$ cat config.mk
export PLATFORM = sky130hd
export DESIGN_NAME = utf8_sanitizer_core
export DESIGN_NICKNAME = d
export VERILOG_FILES = /design/src/sv/u8s_pkg.sv /design/src/sv/u8s_front.sv /design/src/sv/u8s_queue.sv /design/src/sv/u8s_back.sv /design/src/sv/utf8_sanitizer_core.sv
export SDC_FILE = /design/constraint.sdc
export NUM_CORES = 1
export LEC_CHECK = 0
export ABC_AREA = 1
export BUFFER_PORTS_ARGS = -buffer_cell sky130_fd_sc_hd__buf_4
export CAP_MARGIN = 20
export CORE_MARGIN = 2
export CORE_UTILIZATION = 40
export CTS_BUF_LIST = sky130_fd_sc_hd__clkbuf_2
export DETAILED_ROUTE_END_ITERATION = 12
export MAX_ROUTING_LAYER = met4
export SLEW_MARGIN = 20
export SYNTH_ARGS = -nofsm -noshare
export SYNTH_HDL_FRONTEND = slang
export SYNTH_SLANG_ARGS = --single-unit
$ cat constraint.sdc
create_clock -name clock -period 7.7 [get_ports clock]
set_input_delay 0.77 -clock clock [delete_from_list [all_inputs] [get_ports clock]]
set_output_delay 0.77 -clock clock [all_outputs]
set_load 0.1 [all_outputs]
$ cat src/sv/u8s_pkg.sv
package u8s_pkg;

   // most words one input byte can release
   localparam int unsigned GROUP_MAX = 4;
   // groups buffered between front and back
   localparam int unsigned QUEUE_DEPTH = 4;
   localparam int unsigned QUEUE_AW = $clog2(QUEUE_DEPTH);

   localparam logic [7:0] REPL_CHAR = 8'h3F;

   // words released by one input byte, data[0] goes out first
   typedef struct packed {
      logic [2:0]                  len;
      logic [GROUP_MAX-1:0][7:0]   data;
   } group_type;

   typedef struct packed {
      logic [1:0] held_count;
      logic [7:0] held_lead;
   } front_stat_type;

   typedef struct packed {
      logic [QUEUE_AW:0] level;
   } queue_stat_type;

   // total sequence length opened by a lead byte, zero if none
   function automatic logic [2:0] seq_len(input logic [7:0] b);
      logic [2:0] len;
      begin
         if ((b & 8'hE0) == 8'hC0) begin
            len = 3'd2;
         end else if ((b & 8'hF0) == 8'hE0) begin
            len = 3'd3;
         end else if ((b & 8'hF8) == 8'hF0) begin
            len = 3'd4;
         end else begin
            len = 3'd0;
         end
         return len;
      end
   endfunction

endpackage

$ cat src/sv/u8s_front.sv
module u8s_front (
   input  logic                     clock,
   input  logic                     reset,
   input  logic                     in_valid,
   output logic                     in_ready,
   input  logic [7:0]               in_byte,
   input  logic                     in_end,
   output logic                     grp_valid,
   input  logic                     grp_ready,
   output u8s_pkg::group_type       grp,
   output u8s_pkg::front_stat_type  stat
);
   import u8s_pkg::*;

   logic [1:0] held_count_ff, held_count_in;
   logic [7:0] held_lead_ff, held_lead_in;
   logic [7:0] cont0_ff, cont0_in;
   logic [7:0] cont1_ff, cont1_in;

   logic       accept;
   logic       is_cont;
   logic       consumed;
   logic [2:0] need;
   logic [2:0] n;
   group_type  grp_c;

   assign accept = in_valid && in_ready;
   assign is_cont = (in_byte[7:6] == 2'b10);

   always_comb begin
      held_count_in = held_count_ff;
      held_lead_in  = held_lead_ff;
      cont0_in      = cont0_ff;
      cont1_in      = cont1_ff;
      consumed      = 1'b0;
      need          = seq_len(held_lead_ff);
      n             = 3'd0;
      grp_c.data    = '0;

      // bytes already held: extend, complete or break the sequence
      if (held_count_ff != 2'd0) begin
         if (is_cont) begin
            consumed = 1'b1;
            if (({1'b0, held_count_ff} + 3'd1) >= need) begin
               grp_c.data[0] = held_lead_ff;
               if (held_count_ff >= 2'd2) begin
                  grp_c.data[1] = cont0_ff;
               end
               if (held_count_ff == 2'd3) begin
                  grp_c.data[2] = cont1_ff;
               end
               grp_c.data[held_count_ff] = in_byte;
               n = {1'b0, held_count_ff} + 3'd1;
               held_count_in = 2'd0;
            end else begin
               if (held_count_ff == 2'd1) begin
                  cont0_in = in_byte;
               end else begin
                  cont1_in = in_byte;
               end
               held_count_in = held_count_ff + 2'd1;
            end
         end else begin
            for (int k = 0; k < 3; k++) begin
               if (2'(k) < held_count_ff) begin
                  grp_c.data[k] = REPL_CHAR;
               end
            end
            n = {1'b0, held_count_ff};
            held_count_in = 2'd0;
         end
      end

      // fresh byte
      if (!consumed && (in_byte != 8'h00)) begin
         if (!in_byte[7]) begin
            grp_c.data[n[1:0]] = in_byte;
            n = n + 3'd1;
         end else if (seq_len(in_byte) != 3'd0) begin
            held_lead_in  = in_byte;
            held_count_in = 2'd1;
         end else begin
            grp_c.data[n[1:0]] = REPL_CHAR;
            n = n + 3'd1;
         end
      end

      // end of string flushes whatever is still held
      if (in_end) begin
         for (int k = 0; k < GROUP_MAX; k++) begin
            if ((3'(k) >= n) && (3'(k) < (n + {1'b0, held_count_in}))) begin
               grp_c.data[k] = REPL_CHAR;
            end
         end
         n = n + {1'b0, held_count_in};
         held_count_in = 2'd0;
      end

      grp_c.len = n;
   end

   assign in_ready  = grp_ready;
   assign grp_valid = accept && (grp_c.len != 3'd0);
   assign grp       = grp_c;

   assign stat.held_count = held_count_ff;
   assign stat.held_lead  = held_lead_ff;

   always_ff @(posedge clock) begin
      if (reset) begin
         held_count_ff <= 2'd0;
         held_lead_ff  <= 8'h00;
      end else if (accept) begin
         held_count_ff <= held_count_in;
         held_lead_ff  <= held_lead_in;
      end
   end

   always_ff @(posedge clock) begin
      if (accept) begin
         cont0_ff <= cont0_in;
         cont1_ff <= cont1_in;
      end
   end

endmodule

$ cat src/sv/u8s_queue.sv
module u8s_queue (
   input  logic                     clock,
   input  logic                     reset,
   input  logic                     in_valid,
   output logic                     in_ready,
   input  u8s_pkg::group_type       in_grp,
   output logic                     out_valid,
   input  logic                     out_ready,
   output u8s_pkg::group_type       out_grp,
   output u8s_pkg::queue_stat_type  stat
);
   import u8s_pkg::*;

   group_type           slot_ff [QUEUE_DEPTH];
   logic [QUEUE_AW-1:0] wr_ptr_ff;
   logic [QUEUE_AW-1:0] rd_ptr_ff;
   logic [QUEUE_AW:0]   level_ff;
   logic                push;
   logic                pop;

   assign in_ready  = (level_ff != (QUEUE_AW+1)'(QUEUE_DEPTH));
   assign out_valid = (level_ff != '0);
   assign push      = in_valid && in_ready;
   assign pop       = out_valid && out_ready;
   assign out_grp   = slot_ff[rd_ptr_ff];
   assign stat.level = level_ff;

   always_ff @(posedge clock) begin
      if (reset) begin
         wr_ptr_ff <= '0;
         rd_ptr_ff <= '0;
         level_ff  <= '0;
      end else begin
         if (push) begin
            wr_ptr_ff <= wr_ptr_ff + QUEUE_AW'(1);
         end
         if (pop) begin
            rd_ptr_ff <= rd_ptr_ff + QUEUE_AW'(1);
         end
         if (push && !pop) begin
            level_ff <= level_ff + (QUEUE_AW+1)'(1);
         end else if (pop && !push) begin
            level_ff <= level_ff - (QUEUE_AW+1)'(1);
         end
      end
   end

   always_ff @(posedge clock) begin
      if (push) begin
         slot_ff[wr_ptr_ff] <= in_grp;
      end
   end

endmodule

$ cat src/sv/u8s_back.sv
module u8s_back (
   input  logic                clock,
   input  logic                reset,
   input  logic                grp_valid,
   output logic                grp_ready,
   input  u8s_pkg::group_type  grp,
   output logic                out_valid,
   input  logic                out_ready,
   output logic [7:0]          out_byte,
   output logic                out_last
);
   import u8s_pkg::*;

   group_type  cur_ff;
   logic [1:0] idx_ff;
   logic       busy_ff;
   logic       fire;

   assign out_valid = busy_ff;
   assign out_byte  = cur_ff.data[idx_ff];
   assign out_last  = (({1'b0, idx_ff} + 3'd1) == cur_ff.len);
   assign fire      = busy_ff && out_ready;
   // take the next group as the current one leaves
   assign grp_ready = !busy_ff || (fire && out_last);

   always_ff @(posedge clock) begin
      if (reset) begin
         busy_ff <= 1'b0;
         idx_ff  <= 2'd0;
      end else if (grp_valid && grp_ready) begin
         busy_ff <= 1'b1;
         idx_ff  <= 2'd0;
      end else if (fire) begin
         if (out_last) begin
            busy_ff <= 1'b0;
         end else begin
            idx_ff <= idx_ff + 2'd1;
         end
      end
   end

   always_ff @(posedge clock) begin
      if (grp_valid && grp_ready) begin
         cur_ff <= grp;
      end
   end

endmodule

$ cat src/sv/utf8_sanitizer_core.sv
// with an idle back end, a byte that releases words is written into a queue slot as it is accepted;
//    the back end then loads the group into its current-group register and raises rsp_tvalid
// throughput: one byte per cycle in while the queue has room and one word per cycle out while groups
//    wait, the only limit being the rsp side, which drains one word a cycle from a four-group queue
// a byte may release up to four words; req stalls only while that queue is full
// reset (synchronous, active high) drops the held sequence, empties the queue and clears rsp_tvalid
module utf8_sanitizer_core (
   input  logic       clock,
   input  logic       reset,
   // input byte stream
   input  logic       req_tvalid,
   output logic       req_tready,
   input  logic [7:0] req_tdata,   // [7:0] in_byte
   input  logic       req_tlast,   // end_of_string
   // sanitized byte stream
   output logic       rsp_tvalid,
   input  logic       rsp_tready,
   output logic [7:0] rsp_tdata,   // [7:0] out_byte
   output logic       rsp_tlast    // run_last
);
   import u8s_pkg::*;

   // front -> queue
   logic           f_grp_valid;
   logic           f_grp_ready;
   group_type      f_grp;
   front_stat_type f_stat;

   // queue -> back
   logic           q_grp_valid;
   logic           q_grp_ready;
   group_type      q_grp;
   queue_stat_type q_stat;

   // front: tracks the held sequence and builds the group of words each byte releases
   u8s_front u_front (
      .clock     (clock),
      .reset     (reset),
      .in_valid  (req_tvalid),
      .in_ready  (req_tready),
      .in_byte   (req_tdata),
      .in_end    (req_tlast),
      .grp_valid (f_grp_valid),
      .grp_ready (f_grp_ready),
      .grp       (f_grp),
      .stat      (f_stat)
   );

   // short queue of groups so front and back stall independently
   u8s_queue u_queue (
      .clock     (clock),
      .reset     (reset),
      .in_valid  (f_grp_valid),
      .in_ready  (f_grp_ready),
      .in_grp    (f_grp),
      .out_valid (q_grp_valid),
      .out_ready (q_grp_ready),
      .out_grp   (q_grp),
      .stat      (q_stat)
   );

   // back: serializes each group, tlast on its final word
   u8s_back u_back (
      .clock     (clock),
      .reset     (reset),
      .grp_valid (q_grp_valid),
      .grp_ready (q_grp_ready),
      .grp       (q_grp),
      .out_valid (rsp_tvalid),
      .out_ready (rsp_tready),
      .out_byte  (rsp_tdata),
      .out_last  (rsp_tlast)
   );

   // ---------------------------------------------------------------- checks

   // three bytes are held only behind a four-byte lead
   a_held_three_four_byte: assert property (@(posedge clock) disable iff (reset)
      (f_stat.held_count == 2'd3) |-> (f_stat.held_lead[7:3] == 5'b11110))
      else $error("three bytes held behind a lead that is not a four-byte lead");

   // a terminator or end flag leaves nothing held
   a_end_flushes: assert property (@(posedge clock) disable iff (reset)
      (req_tvalid && req_tready && (req_tlast || (req_tdata == 8'h00)))
      |=> (f_stat.held_count == 2'd0))
      else $error("bytes still held after end of string");

   // a plain ascii byte with nothing held always reaches the queue or the back end
   a_ascii_forwarded: assert property (@(posedge clock) disable iff (reset)
      (req_tvalid && req_tready && (f_stat.held_count == 2'd0) && !req_tdata[7]
       && (req_tdata != 8'h00))
      |=> ((q_stat.level != '0) || rsp_tvalid))
      else $error("ascii byte dropped");

   // queue fill stays within its depth
   a_queue_level: assert property (@(posedge clock) disable iff (reset)
      q_stat.level <= (QUEUE_AW+1)'(QUEUE_DEPTH))
      else $error("queue level beyond depth");

endmodule
==> flow_metrics.py, run 1 <==
metrics = {
    "power": {
        "ir_drop_v": 0.000188,
        "p_leak_nw": 3.87,
        "power_density_mw_per_mm2": 319,
        "power_mw": 3.32,
    },
    "synth": {
        "yosys_warnings": 0,
        "syn_area_mm2": 0.00935,
        "synthArstFlopShare": 0,
        "syn_inst": 847,
        "synth.top_cells.by_count": "edfxtp_1, o21ai_0, nor2_1",
        "synth_edf_count": 191,
        "synthesis.nets": 880,
        "ys_top_cells_by_area": "edfxtp_1, o21ai_0, nor2_1",
        "synth_cell_types": 39,
        "avgSynthCellArea_um2": 11.0,
        "synth_seq_cells": 211,
        "synth_top_cell_by_area": "edfxtp_1",
        "synth_most_common_cell": "edfxtp_1",
        "ys.flop_type": "edfxtp_1",
        "synth_top_area_share": 0.613,
        "yosysSeqAreaShare": 0.656,
    },
    "finish": {
        "drive_gt1_frac": 0.154,
        "n_fill_cell": 2120,
        "final_nets": 929,
        "area_delta_synth_final_pct": 11.4,
    },
    "timing": {
        "hold_viol_final": 0,
        "min_period_ps": 5230,
        "finalCritPeriodShare": 0.679,
        "setup_viol_count_final": 0,
        "fin_tns_setup_ps": 0,
        "worst_pin_slew_ps": 962,
        "max_slew_margin": 0.357,
        "finalClockSkew_ps": 84.4,
        "maxSlewViolCount": 0,
        "rsz0062_at_grt": "false",
        "clock.fmax_ghz": 0.191,
    },
    "floorplan": {
        "initial_utilization": 0.411,
        "io_pins": 24,
        "dieArea_mm2": 0.0246,
        "dieHeight_um": 157,
        "dieWidth_um": 157,
        "fp.coreArea_mm2": 0.0228,
        "rows": 55,
    },
    "drt": {
        "drt_iter0_drc": 617,
        "wl_mm": 21.2,
        "via_per_inst": 5.16,
        "drc": 0,
        "vias": 6435,
        "wl_per_cell_um": 17.0,
        "postRouteAntennaNets": 0,
        "firstDrtPassIters": 7,
    },
    "global_route": {
        "grt_pass1_wl_mm": 32.9,
        "first_global_vias": 6055,
        "grt_max_degree": 73,
        "grt_usage": 0.180,
        "antenna_found_initial": 1,
        "gr-total-overflow": 0,
    },
    "clock_network": {
        "htreeDepth": 2,
        "cts_buffers": 52,
        "clkSinkCount": 211,
        "clockBufferDepth": 3,
        "path_clk_slew_ps": 100,
        "clk-insertion-delay-late_ps": 860,
        "cts_hold_buf": 0,
        "cts-resized-gates": 0,
        "postCtsSetupRepairBufs": 0,
        "cts_tree": "done",
        "root_buffer": "clkbuf_2",
    },
    "worst_setup_path": {
        "critPathLaunchType": "register",
        "crit_fanout": 13,
        "worstSetupPathType": "register to register",
        "slowest_stage": "dfxtp_1",
        "cp.required_ps": 8410,
        "crit_arrival_ps": 5930,
        "path_common_cell": "nand2_1",
        "critPathMaxStageDelay_ps": 500,
        "endpoint_kind": "register",
    },
    "placed_design": {
        "gp_congestion": 0.952,
        "post-dp-hpwl_mm": 13.6,
        "io_buffers": 23,
    },
    "worst_hold_path": {
        "min_path_type": "primary input to register",
    },
    "outcome": {
        "outcome": "finished, final reports clean",
    },
    "job": {
        "max_cap_violations": 0,
    },
}
==> worst max-delay path: cells and delay by family, from the launching register on <==
kind	cells	cell delay (ps)
AO/OA/AOI/OAI	4	460
flip-flops	1	500
buffers and inverters	7	580
AND/OR/NAND/NOR	12	1470
adder cells (fa/ha/maj)	7	2100
==> metrics by stage <==
stage / hold slack [ps] / utilization / instance area [µm²] / worst slack (ps) / instances
after floorplan: 452 / - / 9350 / 2510 / 847
after global placement: 475 / 0.432 / 9830 / 2510 / 1151
after detailed placement: 480 / 0.432 / 9830 / 2400 / 1151
after CTS: 84.9 / 0.453 / 10300 / 2280 / 1243
after global routing: 128 / 0.457 / 10400 / 2020 / 1248
final: 161 / 0.457 / 10400 / 2470 / 1248
==> worst paths after layout <==
check / from / end / slack (ps) / cells after the start
max reg2reg: u_front.held_count_ff[0]$_SDFFE_PP0P_ / u_queue.stat[2]$_SDFFE_PP0P_ / 2470 / 30
min: reset / u_front.held_count_ff[0]$_SDFFE_PP0P_ / 160 / 2
max: u_front.held_count_ff[0]$_SDFFE_PP0P_ / u_queue.stat[2]$_SDFFE_PP0P_ / 2470 / 30
min reg2reg: u_queue.stat[2]$_SDFFE_PP0P_ / u_queue.stat[2]$_SDFFE_PP0P_ / 490 / 2
==> cell type report <==
type	count	area [µm²]	area share
multi-input cells	536	2860	0.274
repair buffers	32	293	0.0281
flip-flops and latches	211	6140	0.589
inverters	63	241	0.0232
clock inverters	27	171	0.0165
diodes	1	2.50	0.000240
well taps	313	392	0.0376
clock buffers	65	325	0.0312
==> metal layers <==
layer	track usage	vias to the layer above	share of wire
li1	-	3168	-
met1	0.243	2997	0.46
met4	0.0686	0	0.021
met5	-	-	0
met2	0.273	226	0.45
met3	0.0344	44	0.068
==> cells by family after synthesis <==
group | Yosys count | synth area share
adders and majority gates | 20 | 0.0284
and+or+nand+nor | 267 | 0.123
xor gates and xnor gates | 4 | 0.00375
AOI/OAI and AO/OA | 245 | 0.146
buffers and inverters | 100 | 0.0431
DFF | 211 | 0.656
==> report_power, final <==
group          switching (mW)  internal (mW)  total, mW
combinational           0.776          0.236       1.01
clock                   0.441          0.309      0.750
sequential             0.0524           1.51       1.56
==> flip-flops by register name, summed over array words and instances, names as in the netlist <==
name	count
u_queue.rd_ptr_ff	2
u_back.cur_ff	35
u_front.held_lead_ff	8
u_queue.slot_ff	140
u_queue.wr_ptr_ff	2
u_front.held_count_ff	2
u_back.idx_ff	2
u_queue.stat	3
u_back.out_valid	1
u_front.cont0_ff	8
u_front.cont1_ff	8
==> placed cells by master, fill, tap and decap left out, types with 3 or more instances in the layout <==
cell type | Yosys | final
o22ai_1 | 43 | 43
nand3_2 | 3 | 3
nor3_1 | 5 | 4
nor2_1 | 113 | 108
a21oi_1 | 48 | 48
buf_4 | 0 | 28
o21ai_0 | 133 | 133
clkinv_2 | 0 | 3
inv_1 | 53 | 52
nand3_1 | 28 | 28
nand2_1 | 98 | 98
dfxtp_1 | 20 | 19
nor2_4 | 1 | 6
clkinv_1 | 2 | 21
nand2_2 | 10 | 10
edfxtp_1 | 191 | 191
ha_1 | 18 | 18
nand4_1 | 4 | 4
inv_2 | 6 | 7
o211ai_1 | 11 | 11
clkbuf_2 | 0 | 65
Note: power is estimated with default switching activity, not from simulation.
==> run 2: changes to the inputs <==
==> constraint.sdc (replaced) <==
create_clock -name clock -period 5.41 [get_ports clock]
set_input_delay 0.541 -clock clock [delete_from_list [all_inputs] [get_ports clock]]
set_output_delay 0.541 -clock clock [all_outputs]
set_load 0.1 [all_outputs]
==> run 2 against run 1 <==
- maximum frequency rose by 8.9%
- clock-buffer cell count rose by 13
- worst hold slack improved by 49 ps
- global-route usage rose by 0.42 points
- non-clock buffer count rose by 11
- first-iteration DRC count fell by 3.4%
- core utilization rose by 0.68 points
- largest cell class unchanged
==> flow_metrics.py, run 2 (same netlist as run 1, synthesis figures left out) <==
metrics = {
    "outcome": {
        "outcome": "finished, final reports clean",
    },
    "drt": {
        "wl_per_cell_um": 16.9,
        "vias": 6368,
        "wl_mm": 21.3,
        "firstDrtPassIters": 5,
        "postRouteAntennaNets": 0,
        "drt_iter0_drc": 596,
        "drc": 0,
        "via_per_inst": 5.06,
    },
    "floorplan": {
        "dieHeight_um": 157,
        "initial_utilization": 0.411,
        "dieWidth_um": 157,
        "fp.coreArea_mm2": 0.0228,
        "dieArea_mm2": 0.0246,
        "io_pins": 24,
        "rows": 55,
    },
    "worst_setup_path": {
        "crit_fanout": 13,
        "path_delay_family": "adder cells",
        "critPathBufInv": 7,
        "worstSetupPathType": "register to register",
        "slowest_stage": "dfxtp_1",
        "crit_start": "u_front.held_count_ff[1]$_SDFFE_PP0P_",
        "path_common_cell": "nand2_1",
        "critPathLaunchType": "register",
        "cp.required_ps": 6060,
        "endpoint_kind": "register",
        "critPathMaxStageDelay_ps": 410,
        "crit_arrival_ps": 5460,
        "timing.rr.start": "u_front.held_count_ff[1]$_SDFFE_PP0P_",
    },
    "timing": {
        "finalCritPeriodShare": 0.888,
        "timing.hold.ws_ps": 210,
        "setup_viol_count_final": 0,
        "worst_pin_slew_ps": 884,
        "finalClockSkew_ps": 64.4,
        "maxSlewViolCount": 0,
        "max_slew_margin": 0.408,
        "hold_viol_final": 0,
        "rsz0062_at_grt": "false",
        "fin_tns_setup_ps": 0,
        "clock.fmax_ghz": 0.208,
        "min_period_ps": 4800,
        "finalWorstSetupSlack_ps": 607,
    },
    "clock_network": {
        "clockBufferDepth": 3,
        "root_buffer": "clkbuf_2",
        "htreeDepth": 2,
        "clk-insertion-delay-late_ps": 820,
        "cts_tree": "done",
        "postCtsSetupRepairBufs": 0,
        "path_clk_slew_ps": 90,
        "clkSinkCount": 211,
        "cts_buffers": 52,
    },
    "finish": {
        "regMostFlops": "u_queue.slot_ff",
        "layout.cells.non_filler": 1259,
        "drive_gt1_frac": 0.169,
        "layout_common_cells": "edfxtp_1, o21ai_0, nor2_1",
        "n_fill_cell": 2133,
        "area_delta_synth_final_pct": 13.1,
        "fin_util": 0.464,
        "top_regs": "u_queue.slot_ff (140), u_back.cur_ff (35)",
        "largest_reg_flops": 140,
        "layout.area.seq_mm2": 0.00614,
        "multi_input_area_mm2": 0.00287,
        "final_cell_area_mm2": 0.0106,
        "final_common_cell": "edfxtp_1",
        "final_nets": 940,
    },
    "worst_hold_path": {
        "worstHoldStart": "req_tvalid",
        "min_path_type": "primary input to register",
    },
    "placed_design": {
        "io_buffers": 23,
        "placed_cell_area_mm2": 0.00992,
        "post-dp-hpwl_mm": 13.7,
        "numPlacedInstances": 1156,
        "pre_cts_slack_ps": 454,
        "gp_congestion": 0.915,
    },
    "power": {
        "ir_drop_v": 0.000309,
        "p_leak_nw": 3.95,
        "power_density_mw_per_mm2": 457,
        "power_mw": 4.83,
    },
    "global_route": {
        "gr-total-overflow": 0,
        "first_global_vias": 6060,
        "grt_pass1_wl_mm": 33.5,
        "antenna_found_initial": 1,
        "grt_max_degree": 73,
        "grt_usage": 0.185,
    },
    "job": {
        "max_cap_violations": 0,
    },
}
-- run 2: cell types whose count changed in the layout (fill, tap and decap cells not counted), sizes merged --
cell / change
dlygate4sd3: +10
bufinv: +1
clkbuf: +13
buf: +1
clkinv: -14
-- run 2: power by group --
group / switching (mW) / internal (mW) / leakage [nW]
combinational: 1.12 / 0.348 / 1.63
clock: 0.614 / 0.533 / 0.388
sequential: 0.0740 / 2.14 / 1.94
-- run 2: final timing paths --
path,slack [ps],to,cells past startpoint
worst max-delay path,610,u_queue.stat[2]$_SDFFE_PP0P_,30
worst min-delay path,210,u_front.held_count_ff[0]$_SDFFE_PP0P_,4
worst max register to register,610,u_queue.stat[2]$_SDFFE_PP0P_,30
worst min register to register,510,u_front.held_lead_ff[6]$_SDFFE_PP0P_,2
-- run 2: what timing repair did --
action,CTS,global route
endpoints found under the setup margin,0,1
hold buffers,10,0
resized for setup,0,3
hold endpoints to repair,20,0
-- run 2: metal layers --
layer / up-vias / part of all wire / global-route usage
met4: 0 / 0.014 / 0.0581
met2: 193 / 0.46 / 0.279
met5: - / 0 / -
li1: 3192 / - / -
met1: 2956 / 0.47 / 0.254
met3: 27 / 0.059 / 0.0347
-- run 2: cell type report --
class / count / area share
Clock buffer: 78 / 0.0369
Timing Repair Buffer: 43 / 0.0376
Antenna cell: 1 / 0.000237
Multi-Input combinational cell: 536 / 0.271
Sequential cell: 211 / 0.581
Tap cell: 313 / 0.0370
Inverter: 63 / 0.0228
Clock inverter: 14 / 0.0137
-- run 2: worst reg2reg max path, delay by kind of cell (launching register included) --
| family | cells | cell delay, ps |
|---|---|---|
| AO/OA/AOI/OAI | 4 | 520 |
| adder cells (fa/ha/maj) | 7 | 2070 |
| buffers and inverters | 7 | 520 |
| flip-flops | 1 | 410 |
| AND/OR/NAND/NOR | 12 | 1180 |
==> run 3: changes to the inputs <==
--- a/config.mk
+++ b/config.mk
@@ -8,8 +8,9 @@
 export ABC_AREA = 1
 export BUFFER_PORTS_ARGS = -buffer_cell sky130_fd_sc_hd__buf_4
 export CAP_MARGIN = 20
+export CORE_ASPECT_RATIO = 1.5
 export CORE_MARGIN = 2
-export CORE_UTILIZATION = 40
+export CORE_UTILIZATION = 23
 export CTS_BUF_LIST = sky130_fd_sc_hd__clkbuf_2
 export DETAILED_ROUTE_END_ITERATION = 12
 export MAX_ROUTING_LAYER = met4
==> run 3 against run 2 <==
- final cell count increased by 15%
- first-iteration DRC count decreased by 45%
- clock skew decreased by 15 ps
- critical endpoint unchanged
- highest routed layer unchanged
==> flow_metrics.py, run 3 (same netlist as run 1, synthesis figures left out) <==
metrics = {
    "outcome": {
        "outcome": "finished, final reports clean",
    },
    "global_route": {
        "first_global_vias": 6429,
        "use_met1": 0.116,
        "grt_usage": 0.112,
        "grt-busiest-layer": "met2",
        "gr-total-overflow": 0,
        "grt_pass1_wl_mm": 35.6,
        "gr-usage-met2": 0.204,
        "use_met3": 0.0154,
        "antenna_found_initial": 1,
        "grt_max_degree": 73,
    },
    "placed_design": {
        "io_buffers": 23,
        "pre_cts_slack_ps": 659,
        "post-dp-hpwl_mm": 15.9,
        "numPlacedInstances": 1355,
        "gp_congestion": 0.908,
    },
    "clock_network": {
        "htreeDepth": 2,
        "cts_tree": "done",
        "path_clk_slew_ps": 130,
        "cts-resized-gates": 0,
        "root_buffer": "clkbuf_2",
        "cts_buffers": 45,
        "clkSinkCount": 211,
        "clockBufferDepth": 3,
        "clk-insertion-delay-late_ps": 790,
    },
    "drt": {
        "wl_mm": 23.2,
        "firstDrtPassIters": 6,
        "postRouteAntennaNets": 0,
        "drt_iter0_drc": 326,
        "drc": 0,
        "via_per_inst": 4.48,
        "wl_per_cell_um": 16.0,
        "vias": 6471,
    },
    "timing": {
        "maxSlewViolCount": 0,
        "max_slew_margin": 0.396,
        "rsz0062_at_grt": "false",
        "clock.fmax_ghz": 0.211,
        "hold_viol_final": 0,
        "fin_tns_setup_ps": 0,
        "finalWorstSetupSlack_ps": 663,
        "setup_viol_count_final": 0,
        "worst_pin_slew_ps": 903,
        "min_period_ps": 4750,
        "timing.hold.ws_ps": 87.6,
        "finalCritPeriodShare": 0.878,
        "finalClockSkew_ps": 49.3,
    },
    "power": {
        "p_switching_mw": 1.81,
        "ir_drop_v": 0.000152,
        "switching_share": 0.384,
        "p_seq_frac": 0.475,
        "power_density_mw_per_mm2": 438,
        "pwr-share-clk": 0.217,
        "p_leak_nw": 3.91,
        "combPwrFrac": 0.309,
        "p_int_mw": 2.90,
    },
    "finish": {
        "regMostFlops": "u_queue.slot_ff",
        "final_nets": 936,
        "layout.cells.non_filler": 1445,
        "fin_util": 0.267,
        "largest_reg_flops": 140,
        "area_delta_synth_final_pct": 14.8,
        "multi_input_area_mm2": 0.00286,
        "n_fill_cell": 4118,
        "layout_common_cells": "edfxtp_1, o21ai_0, nor2_1",
        "layout.area.seq_mm2": 0.00614,
        "final_common_cell": "edfxtp_1",
        "drive_gt1_frac": 0.159,
        "top_regs": "u_queue.slot_ff (140), u_back.cur_ff (35)",
    },
    "worst_hold_path": {
        "min_path_cells": 1,
        "hold_end": "u_front.cont1_ff[3]$_DFFE_PP_",
        "min_path_type": "primary input to register",
        "worstHoldStart": "req_tdata[3]",
    },
    "worst_setup_path": {
        "endpoint_kind": "register",
        "worstSetupPathType": "register to register",
        "critPathMaxStageDelay_ps": 510,
        "crit_arrival_ps": 5420,
        "crit_fanout": 9,
        "r2r_setup_slack_ps": 660,
        "timing.rr.start": "u_front.held_count_ff[0]$_SDFFE_PP0P_",
        "path_common_cell": "nand2_1",
        "critPathLaunchType": "register",
        "r2r-end": "u_queue.stat[2]$_SDFFE_PP0P_",
        "reg2reg_depth": 30,
        "cp.required_ps": 6080,
        "slowest_stage": "dfxtp_1",
    },
    "floorplan": {
        "rows": 90,
        "dieArea_mm2": 0.0423,
        "dieWidth_um": 169,
        "dieHeight_um": 251,
        "io_pins": 24,
        "fp.coreArea_mm2": 0.0402,
        "initial_utilization": 0.233,
    },
    "job": {
        "max_cap_violations": 0,
    },
}
## run 3: metrics by stage
step | total power, mW | area (µm²)
finish | 4.70 | 10700
global route | 4.98 | 10700
CTS | 4.78 | 10700
detailed placement | 3.75 | 10200
global placement | 3.73 | 10200
floorplan | 3.30 | 9350
## run 3: final cells by class
| cell class | count | area share |
|---|---|---|
| Antenna cell | 1 | 0.000233 |
| Inverter | 63 | 0.0225 |
| Sequential cell | 211 | 0.572 |
| Clock buffer | 59 | 0.0275 |
| Multi-Input combinational cell | 536 | 0.266 |
| Tap cell | 506 | 0.0590 |
| Timing Repair Buffer | 46 | 0.0385 |
| Clock inverter | 23 | 0.0147 |
## run 3: repair_timing
item / in CTS / in global routing
buffers inserted: 0 / 0
hold endpoints to repair: 14 / 0
setup endpoints to repair: 0 / 0
hold buffers: 7 / 0
## run 3: how the worst max path moves through the flow
stage	start	end	cells after the start
finish	u_front.held_count_ff[0]$_SDFFE_PP0P_	u_queue.stat[2]$_SDFFE_PP0P_	30
global route	u_front.held_count_ff[0]$_SDFFE_PP0P_	u_queue.stat[2]$_SDFFE_PP0P_	30
CTS	u_front.held_count_ff[0]$_SDFFE_PP0P_	u_queue.stat[2]$_SDFFE_PP0P_	30
detailed placement	u_front.held_count_ff[0]$_SDFFE_PP0P_	u_queue.stat[2]$_SDFFE_PP0P_	30
global placement	u_front.held_count_ff[0]$_SDFFE_PP0P_	u_queue.stat[2]$_SDFFE_PP0P_	30
floorplan	u_front.held_count_ff[0]$_SDFFE_PP0P_	u_queue.slot_ff[0][0]$_DFFE_PP_	23
## run 3: power groups by stage
stage | Combinational (mW) | Clock, mW | Sequential (mW)
after global placement | 1.45 | 0 | 2.27
final | 1.45 | 1.02 | 2.23
after detailed placement | 1.48 | 0 | 2.28
after global routing | 1.59 | 1.14 | 2.26
after CTS | 1.48 | 1.06 | 2.24
after floorplan | 1.04 | 0 | 2.27
## run 3: critical path, delay by kind of cell, from the launching register on
kind	cells	cell delay (ps)
compound gates	4	490
fa+ha+maj	7	2090
buf+inv	7	500
flops	1	510
simple gates	12	1050
## run 3: per-layer routing
layer	wire length (µm)	part of all wire
met5	0	0
met4	885	0.038
met3	904	0.039
met2	12400	0.54
met1	8940	0.39
